`config.mk`:
```
export PLATFORM = sky130hd
export DESIGN_NAME = delta_speech_synth_sequencer_core
export DESIGN_NICKNAME = d
export VERILOG_FILES = /design/src/hw/rtl/dss_pkg.sv /design/src/hw/rtl/dss_seq.sv /design/src/hw/rtl/delta_speech_synth_sequencer_core.sv
export VERILOG_INCLUDE_DIRS = /design/src /design/src/hw/rtl
export SDC_FILE = /design/constraint.sdc
export NUM_CORES = 1
export LEC_CHECK = 0
export BUFFER_PORTS_ARGS = -buffer_cell sky130_fd_sc_hd__clkbuf_2
export CAP_MARGIN = 10
export CORE_ASPECT_RATIO = 1.2
export CORE_MARGIN = 2
export CORE_UTILIZATION = 45
export CTS_CLUSTER_DIAMETER = 150
export DETAILED_ROUTE_END_ITERATION = 10
export PLACE_DENSITY_LB_ADDON = 0.08
export SLEW_MARGIN = 15
export SYNTH_ARGS = -nofsm -noshare
export SYNTH_HDL_FRONTEND = slang
export SYNTH_SLANG_ARGS = --single-unit
```
`constraint.sdc`:
```
create_clock -name clk -period 3.9 [get_ports clk]
set_input_delay 0.78 -clock clk [delete_from_list [all_inputs] [get_ports clk]]
set_output_delay 0.78 -clock clk [all_outputs]
set_load 0.02 [all_outputs]
```
`src/hw/rtl/delta_speech_synth_sequencer_core_assert.svh`:
```
// ----------------------------------------------------------------------------
// delta_speech_synth_sequencer_core_assert.svh
// Assertion macros used by the sequencer core RTL.
// ----------------------------------------------------------------------------
`ifndef DELTA_SPEECH_SYNTH_SEQUENCER_CORE_ASSERT_SVH
`define DELTA_SPEECH_SYNTH_SEQUENCER_CORE_ASSERT_SVH

// same-cycle implication, checked out of reset
`define DSS_ASSERT_SAME(label, clk, rst_n, ante, cons) \
  label: assert property (@(posedge clk) disable iff (!rst_n) (ante) |-> (cons)) \
    else $error("dss assertion failed: same-cycle implication");

// next-cycle implication, checked out of reset
`define DSS_ASSERT_NEXT(label, clk, rst_n, ante, cons) \
  label: assert property (@(posedge clk) disable iff (!rst_n) (ante) |=> (cons)) \
    else $error("dss assertion failed: next-cycle implication");

`endif

```
`src/hw/rtl/dss_pkg.sv`:
```
// ----------------------------------------------------------------------------
// dss_pkg
// Types and constants of the delta speech synth sequencer.
// ----------------------------------------------------------------------------
package dss_pkg;

  typedef struct packed {
    logic       start_pin;
    logic [5:0] word_number;
    logic [7:0] rom_data;
  } in_t;

  typedef struct packed {
    logic [3:0]  sample_level;
    logic [11:0] rom_addr;
    logic        busy_res;
  } out_t;

  localparam logic [3:0] LEVEL_MID = 4'd7;
  localparam logic [3:0] LEVEL_MAX = 4'd15;

  // increment by [first][second] delta
  localparam logic [1:0] INC_TBL [4][4] = '{
    '{2'd3, 2'd3, 2'd1, 2'd1},
    '{2'd1, 2'd1, 2'd0, 2'd0},
    '{2'd0, 2'd0, 2'd1, 2'd1},
    '{2'd1, 2'd1, 2'd3, 2'd3}
  };

endpackage

```
`src/hw/rtl/dss_seq.sv`:
```
// ----------------------------------------------------------------------------
// dss_seq
// Sequencer state and next-state logic; advances one step per accepted word.
// ----------------------------------------------------------------------------
module dss_seq (
  input  logic          clk,
  input  logic          rst_n,
  input  logic          step_en,
  input  dss_pkg::in_t  in_word,
  output dss_pkg::out_t res
);

  typedef enum logic [2:0] {
    ST_IDLE     = 3'd0,
    ST_WORDWAIT = 3'd1,
    ST_CWAR_HI  = 3'd2,
    ST_CWAR_LO  = 3'd3,
    ST_DAR_HI   = 3'd4,
    ST_CTRL     = 3'd5,
    ST_PLAY     = 3'd6,
    ST_DELAY    = 3'd7
  } state_t;

  state_t      state_r, state_nxt;
  logic [8:0]  dhigh_r, dhigh_nxt;
  logic [4:0]  dlow_r, dlow_nxt;
  logic [11:0] cwa_r, cwa_nxt;
  logic        stop_r, stop_nxt;
  logic        voiced_r, voiced_nxt;
  logic        silence_r, silence_nxt;
  logic [6:0]  len_r, len_nxt;
  logic [1:0]  rrel_r, rrel_nxt;
  logic [1:0]  pdelta_r, pdelta_nxt;
  logic [3:0]  level_r, level_nxt;
  logic [11:0] maddr_r, maddr_nxt;
  logic        busy_r, busy_nxt;

  logic        start;
  logic [7:0]  rom;
  logic [1:0]  qtr;
  logic        mirror, vmir, pp_start, dcarry, rep, lcarry;
  logic [1:0]  dadr, delta, old, inc;
  logic        add;
  logic [3:0]  lv;
  logic [4:0]  lsum;
  logic [3:0]  lsat;
  logic [4:0]  a;
  logic [5:0]  dlow_p4;

  always_comb begin
    start       = in_word.start_pin;
    rom         = in_word.rom_data;
    state_nxt   = state_r;
    dhigh_nxt   = dhigh_r;
    dlow_nxt    = dlow_r;
    cwa_nxt     = cwa_r;
    stop_nxt    = stop_r;
    voiced_nxt  = voiced_r;
    silence_nxt = silence_r;
    len_nxt     = len_r;
    rrel_nxt    = rrel_r;
    pdelta_nxt  = pdelta_r;
    level_nxt   = dss_pkg::LEVEL_MID;
    maddr_nxt   = maddr_r;
    busy_nxt    = busy_r;

    qtr      = len_r[1:0];
    mirror   = qtr[0];
    vmir     = voiced_r && mirror;
    pp_start = (dlow_r == 5'd0);
    dcarry   = (dlow_r == 5'h1f);
    rep      = dcarry && (len_r[3:0] == 4'hf);
    lcarry   = rep && (len_r == 7'h7f);
    dadr     = dlow_r[1:0] ^ {2{vmir}};
    case (dadr)
      2'd0:    delta = rom[7:6];
      2'd1:    delta = rom[5:4];
      2'd2:    delta = rom[3:2];
      default: delta = rom[1:0];
    endcase
    old = (qtr == 2'd0 && pp_start) ? 2'd2 : pdelta_r;
    if (!vmir) begin
      inc = dss_pkg::INC_TBL[delta][old];
      add = delta[1];
    end else begin
      inc = dss_pkg::INC_TBL[old][delta];
      add = !old[1];
    end
    if (vmir && pp_start) begin
      inc = 2'd0;
    end
    lv = (qtr == 2'd0 && pp_start) ? dss_pkg::LEVEL_MID : level_r;
    if (!add) begin
      lv = lv ^ dss_pkg::LEVEL_MAX;
    end
    lsum = {1'b0, lv} + {3'b000, inc};
    lsat = lsum[4] ? dss_pkg::LEVEL_MAX : lsum[3:0];
    if (!add) begin
      lsat = lsat ^ dss_pkg::LEVEL_MAX;
    end
    a       = 5'd0;
    dlow_p4 = {1'b0, dlow_r} + 6'd4;

    case (state_r)
      ST_IDLE: begin
        busy_nxt = 1'b0;
        if (start) begin
          state_nxt = ST_WORDWAIT;
        end
      end
      ST_WORDWAIT: begin
        dhigh_nxt = {5'd0, in_word.word_number[5:2]};
        dlow_nxt  = {in_word.word_number[1:0], 3'b000};
        maddr_nxt = {5'd0, in_word.word_number[5:2], in_word.word_number[1:0], 1'b0};
        busy_nxt  = 1'b1;
        state_nxt = start ? ST_WORDWAIT : ST_CWAR_HI;
      end
      ST_CWAR_HI: begin
        cwa_nxt   = {rom, 4'd0};
        dlow_nxt  = dlow_p4[5] ? 5'd0 : dlow_p4[4:0];
        maddr_nxt = {dhigh_r, dlow_nxt[4:2]};
        state_nxt = start ? ST_WORDWAIT : ST_CWAR_LO;
      end
      ST_CWAR_LO: begin
        cwa_nxt   = {cwa_r[11:4], cwa_r[3:0] | rom[7:4]};
        maddr_nxt = cwa_nxt;
        state_nxt = start ? ST_WORDWAIT : ST_DAR_HI;
      end
      ST_DAR_HI: begin
        dhigh_nxt = {rom, 1'b0};
        dlow_nxt  = 5'd0;
        cwa_nxt   = cwa_r + 12'd1;
        maddr_nxt = cwa_nxt;
        state_nxt = start ? ST_WORDWAIT : ST_CTRL;
      end
      ST_CTRL: begin
        stop_nxt    = rom[7];
        voiced_nxt  = rom[6];
        silence_nxt = rom[5];
        rrel_nxt    = rom[1:0];
        len_nxt     = {rom[4:0], 2'b00};
        dlow_nxt    = 5'd0;
        cwa_nxt     = cwa_r + 12'd1;
        maddr_nxt   = {dhigh_r, 3'b000};
        state_nxt   = start ? ST_WORDWAIT : ST_PLAY;
      end
      ST_PLAY: begin
        pdelta_nxt = delta;
        if (silence_r || (voiced_r && qtr[1])) begin
          level_nxt = dss_pkg::LEVEL_MID;
        end else begin
          level_nxt = lsat;
        end
        dlow_nxt = dlow_r + 5'd1;
        if (dcarry) begin
          len_nxt = len_r + 7'd1;
        end
        if (voiced_r && rep) begin
          len_nxt   = {len_nxt[6:4], rrel_r, 2'b00};
          dhigh_nxt = dhigh_r + 9'd1;
        end
        if (!voiced_r && dcarry) begin
          dhigh_nxt = dhigh_r + 9'd1;
        end
        a         = dlow_nxt ^ {5{voiced_r && len_nxt[0]}};
        maddr_nxt = {dhigh_nxt, a[4:2]};
        if (start) begin
          state_nxt = ST_WORDWAIT;
        end else if (stop_r && lcarry) begin
          state_nxt = ST_DELAY;
        end else if (lcarry) begin
          state_nxt = ST_DAR_HI;
          maddr_nxt = cwa_r;
        end else begin
          state_nxt = ST_PLAY;
        end
      end
      default: begin
        state_nxt = start ? ST_WORDWAIT : ST_IDLE;
      end
    endcase
  end

  assign res.sample_level = level_nxt;
  assign res.rom_addr     = maddr_nxt;
  assign res.busy_res     = busy_nxt;

  always_ff @(posedge clk) begin
    if (!rst_n) begin
      state_r   <= ST_IDLE;
      dhigh_r   <= '0;
      dlow_r    <= '0;
      cwa_r     <= '0;
      stop_r    <= 1'b0;
      voiced_r  <= 1'b0;
      silence_r <= 1'b0;
      len_r     <= '0;
      rrel_r    <= '0;
      pdelta_r  <= '0;
      level_r   <= dss_pkg::LEVEL_MID;
      maddr_r   <= '0;
      busy_r    <= 1'b0;
    end else if (step_en) begin
      state_r   <= state_nxt;
      dhigh_r   <= dhigh_nxt;
      dlow_r    <= dlow_nxt;
      cwa_r     <= cwa_nxt;
      stop_r    <= stop_nxt;
      voiced_r  <= voiced_nxt;
      silence_r <= silence_nxt;
      len_r     <= len_nxt;
      rrel_r    <= rrel_nxt;
      pdelta_r  <= pdelta_nxt;
      level_r   <= level_nxt;
      maddr_r   <= maddr_nxt;
      busy_r    <= busy_nxt;
    end
  end

endmodule

```
`src/hw/rtl/delta_speech_synth_sequencer_core.sv`:
```
// ----------------------------------------------------------------------------
// delta_speech_synth_sequencer_core
// Two-bit delta speech synth sequencer with registered result word.
// ----------------------------------------------------------------------------
// Each accepted input word is one clock period of the sequencer: it steps the
// state machine once and yields exactly one result word (level, next memory
// address, busy). A word is taken every cycle unless in_stall is high; the step
// logic sits between the sequencer state registers and the output register,
// and the output register frees itself in the same cycle its word is taken, so
// input stalls only while a result is held by a stalled receiver. The result
// is valid in the cycle after input acceptance.
`include "delta_speech_synth_sequencer_core_assert.svh"

module delta_speech_synth_sequencer_core (
  input  logic          clk,
  input  logic          rst_n,
  input  logic          in_valid,
  output logic          in_stall,
  input  dss_pkg::in_t  in_word,
  output logic          out_valid,
  input  logic          out_stall,
  output dss_pkg::out_t out_word
);

  logic          out_valid_r, out_valid_nxt;
  dss_pkg::out_t out_word_r;
  dss_pkg::out_t step_res;
  logic          accept;

  assign in_stall = out_valid_r && out_stall;
  assign accept   = in_valid && !in_stall;

  dss_seq u_seq (
    .clk     (clk),
    .rst_n   (rst_n),
    .step_en (accept),
    .in_word (in_word),
    .res     (step_res)
  );

  always_comb begin
    out_valid_nxt = out_valid_r;
    if (accept) begin
      out_valid_nxt = 1'b1;
    end else if (!out_stall) begin
      out_valid_nxt = 1'b0;
    end
  end

  always_ff @(posedge clk) begin
    if (!rst_n) begin
      out_valid_r <= 1'b0;
    end else begin
      out_valid_r <= out_valid_nxt;
    end
  end

  always_ff @(posedge clk) begin
    if (accept) begin
      out_word_r <= step_res;
    end
  end

  assign out_valid = out_valid_r;
  assign out_word  = out_word_r;

  // not busy means the level sits at mid-scale
  `DSS_ASSERT_SAME(a_idle_mid, clk, rst_n, out_valid_r && !out_word_r.busy_res, out_word_r.sample_level == dss_pkg::LEVEL_MID)
  `DSS_ASSERT_NEXT(a_acc_valid, clk, rst_n, accept, out_valid_r)
  `DSS_ASSERT_SAME(a_stall_held, clk, rst_n, in_stall, out_valid_r)

endmodule
```
==> summary.md <==
| Metric | Value |
|---|---|
| Gp weighted congestion | 0.928 |
| VDD IR-drop max | 215 uV |
| Setup violations, final | 0 |
| CP Launch Type | input pin |
| HP Class | register to register |
| Initial DRC count | 477 |
| Drt drc | 0 |
| CTS clk-pin slew, worst paths | 0.06 ns |
| Largest net degree at the start of global routing | 46 |
| Pwr Density | 338 nW/um^2 |
| Post-CTS setup buffer count | 0 |
| H-tree depth | 3 |
| Post-route ant nets | 0 |
| CP required | 4.12 ns |
| Crit share post-route | 91.2% |
| Core Area | 12,100 sq um |
| Lkg Pwr | 2.25 nW |
| Syn_nets | 744 |
| Synth top cells by count | 69 x nand2_1, 62 x o21ai_0, 61 x dfxtp_1 |
| Bufs and invs on worst path | 2 |
| Reg-to-Reg End | u_seq.level_r[1]$_SDFFE_PN1P_ |
| Drt via density | 6.22 |
| Crit. End Element | register |
| Critical path arrival | 3.78 ns |
| CTS tree | yes |
| Routed vias | 5,567 |
| DRT Pass-1 Iters | 5 |
| Final wirelength | 17,700 um |
| Clock latency on the worst-skew pair | 0.35 ns |
| Fin area | 6250 sq um |
| Top-area cell type share of the netlist area | 21.9% |
| Crit path top cell by count | o21ai_0 |
| Yosys reg bits | 78 |
| Row count | 44 |
| RSZ-0062 raised after global routing | no |
| Final HPWL DP | 12,500 um |
| Dpl ws | -0.0690 ns |
| Syn_area_per_cell | 7.82 sq um |
| Number of inserted diodes | 0 |
| CTS max path bufs | 2 |
| Final #Nets | 760 |
| Hold path endpoint | u_seq.busy_r$_SDFFE_PN0P_ |
| Max Fanout on Critical Path | 8 |
| Layout cells sized above 1 | 15.3% |
| Worst hold path stage count | 2 |
| Io pins | 38 |
| Final Hold Viols | 0 |
| Post-Place Cells | 879 |
| Clock power frac | 44.0% |
| Die ar. | 13,300 sq um |
| Top post-synthesis cells by area | dfxtp_1 22%, edfxtp_1 9.2%, o21ai_0 5.6% |
| Placed cell areas | 5910 sq um |
| Setup TNS | 0 ns |
| Synth Instances | 713 |
| First-pass GRT wire length | 27,900 um |
| Reg power frac | 41.9% |
| Die X | 106 um |
| Worst-Margin Slew | 0.799 ns |
| Slowest cell on the critical path | o32ai_4 |
| Die H | 126 um |
| Crit Path Category | input pin to register |
| Crit path from | in_word[3] |
| Biggest cell delay along the critical path | 0.40 ns |
| Final Max Tran Viols | 0 |
| Gr usage total | 26.7% |
| Synth area leader | dfxtp_1 |
| Post-CTS Hold Buffers | 0 |
| Top-count cell post-synth | nand2_1 |
| Hold path startpoint | u_seq.busy_r$_SDFFE_PN0P_ |
| Count of input and output buffers | 37 |
| Max cap viols | 0 |
| Critical path depth | 15 |
| Number of synthesized flops with an enable pin | 17 |
| Fin cells | 895 |
| P&R area growth vs syn | 12.2% |
| Root buf cell | clkbuf_16 |
| Initial core utilization | 46.0% |
| Sw Share | 27.2% |
| Crit-path cells | clkbuf_2, o21ai_0, a21oi_1, o32ai_4, o22ai_1, o211ai_1, ha_1, inv_1, fa_1, nor2_1, o21ai_0, a211o_1, mux2i_1, a31o_1, nand2_1 |
| Design Power | 2.11 mW |
| Total internal power | 1.54 mW |
| Reg-to-reg startpoint | u_seq.voiced_r$_SDFFE_PN0P_ |
| Max-slew headroom | 46.5% |
| Drt wl/cell | 19.8 um |
| Setup slack, reg-to-reg | 0.38 ns |
| Cell Area, Synth | 5570 sq um |
| Final worst slack | 0.342 ns |
| Sequential share of the synthesized area | 31.1% |
| Final core occ | 51.6% |
| WHS | 0.490 ns |
| Unique masters post-synth | 83 |
| Net Sw Power | 0.575 mW |
| Ys async rst share | 0% |
| Vias in the first global route | 5,044 |
| F_max | 281 MHz |
| Fin crit period | 3.56 ns |
| Residual overflow from global routing | 0 |
| Reg2Reg Depth | 14 |
| Status | finished clean |
| Most used DFF post-synth | dfxtp_1 |
| Syn. warnings | 0 |
| CP top delay family | compound AO/OA/AOI/OAI gates |
| Clock Skews | 0.00713 ns |
| Total CTS buffers | 9 |
| Clock Sinks | 78 |
| Comb power frac | 14.0% |
| Initial antenna violation count | 0 |
[area by class of cell]
| type | instances | area [sq um] |
|---|---|---|
| Tap cell | 161 | 201 |
| Fill cell | 1201 | 5860 |
| Clock inverter | 6 | 93.8 |
| Timing Repair Buffer | 65 | 395 |
| Inverter | 23 | 86.3 |
| Sequential cell | 78 | 1730 |
| Multi-Input combinational cell | 552 | 3520 |
| Clock buffer | 10 | 229 |
[state kept, by name, indices dropped and copies added, names as in the netlist, 2 cells and up]
register        count
out_word           17
u_seq.cwa_r        12
u_seq.maddr_r      12
u_seq.dhigh_r       9
u_seq.len_r         7
u_seq.dlow_r        5
u_seq.level_r       4
u_seq.state_r       3
u_seq.pdelta_r      2
u_seq.rrel_r        2
[worst reg2reg max path, stage by stage, from the launching register on]
cell and delay [ns]:
dfxtp_1 0.59, and2_2 0.37, a21oi_1 0.11, o32ai_4 0.40, o22ai_1 0.14, o211ai_1 0.20, ha_1 0.20, inv_1 0.05
fa_1 0.40, nor2_1 0.10, o21ai_0 0.08, a211o_1 0.33, mux2i_1 0.20, a31o_1 0.17, nand2_1 0.04
[routing by layer]
layer	up-vias	share of wire, %	track usage (%)
met5	-	0	0
met4	0	3.7	10.6
met3	44	5.0	3.73
li1	2652	-	-
met2	183	49	44.6
met1	2688	43	34.9
[worst max-delay path by stage]
stage and end:
2_1_floorplan out_word[14]$_DFFE_PP_, 3_3_place_gp u_seq.level_r[1]$_SDFFE_PN1P_, 3_5_place_dp out_word[14]$_DFFE_PP_, 4_1_cts u_seq.level_r[1]$_SDFFE_PN1P_
5_1_grt u_seq.level_r[1]$_SDFFE_PN1P_, 6_report u_seq.level_r[1]$_SDFFE_PN1P_
[power by group through the flow]
stage,registers (mW),logic [mW],clock network (mW)
after CTS,0.884,0.295,0.948
after global routing,0.888,0.326,0.985
final,0.885,0.296,0.930
after detailed placement,0.902,0.293,0
after floorplan,0.914,0.177,0
after global placement,0.901,0.291,0
[cells in the final DEF, fill, tap and decap left out, types with 4 or more instances in the layout]
cell and instances:
a21boi_0 8, o21ai_0 62, nand3_1 29, ha_1 11, o21a_1 9, o311ai_0 4
mux2i_1 9, and3_1 6, nand4_1 9, o21ai_1 6, xor2_1 8, a31oi_1 10
buf_4 28, clkbuf_16 9, o22ai_1 5, a21oi_1 59, nand2_1 69, dfxtp_1 60
o31ai_1 9, clkbuf_2 37, a211oi_1 8, nor3_1 7, inv_1 22, xnor2_1 15
a211o_1 5, nand2b_1 11, o211ai_1 12, edfxtp_1 17, nor2b_1 18, and2_1 14
nor2_1 60, o221a_2 5, a22oi_1 11
[cell families after synthesis]
family	count (synthesis)	share of synthesized area, %
compound gates	253	30.9
simple gates	253	23.2
buf+inv	83	6.15
flops	78	31.1
xor+xnor	23	3.61
fa+ha+maj	13	3.01
mux	10	2.02
[what timing repair did]
action	4_1_cts	5_1_grt
endpoints found under the setup margin	0	4
endpoints found under the hold margin	0	0
gates resized for setup	0	4
Power figures use the tool's default switching activity.
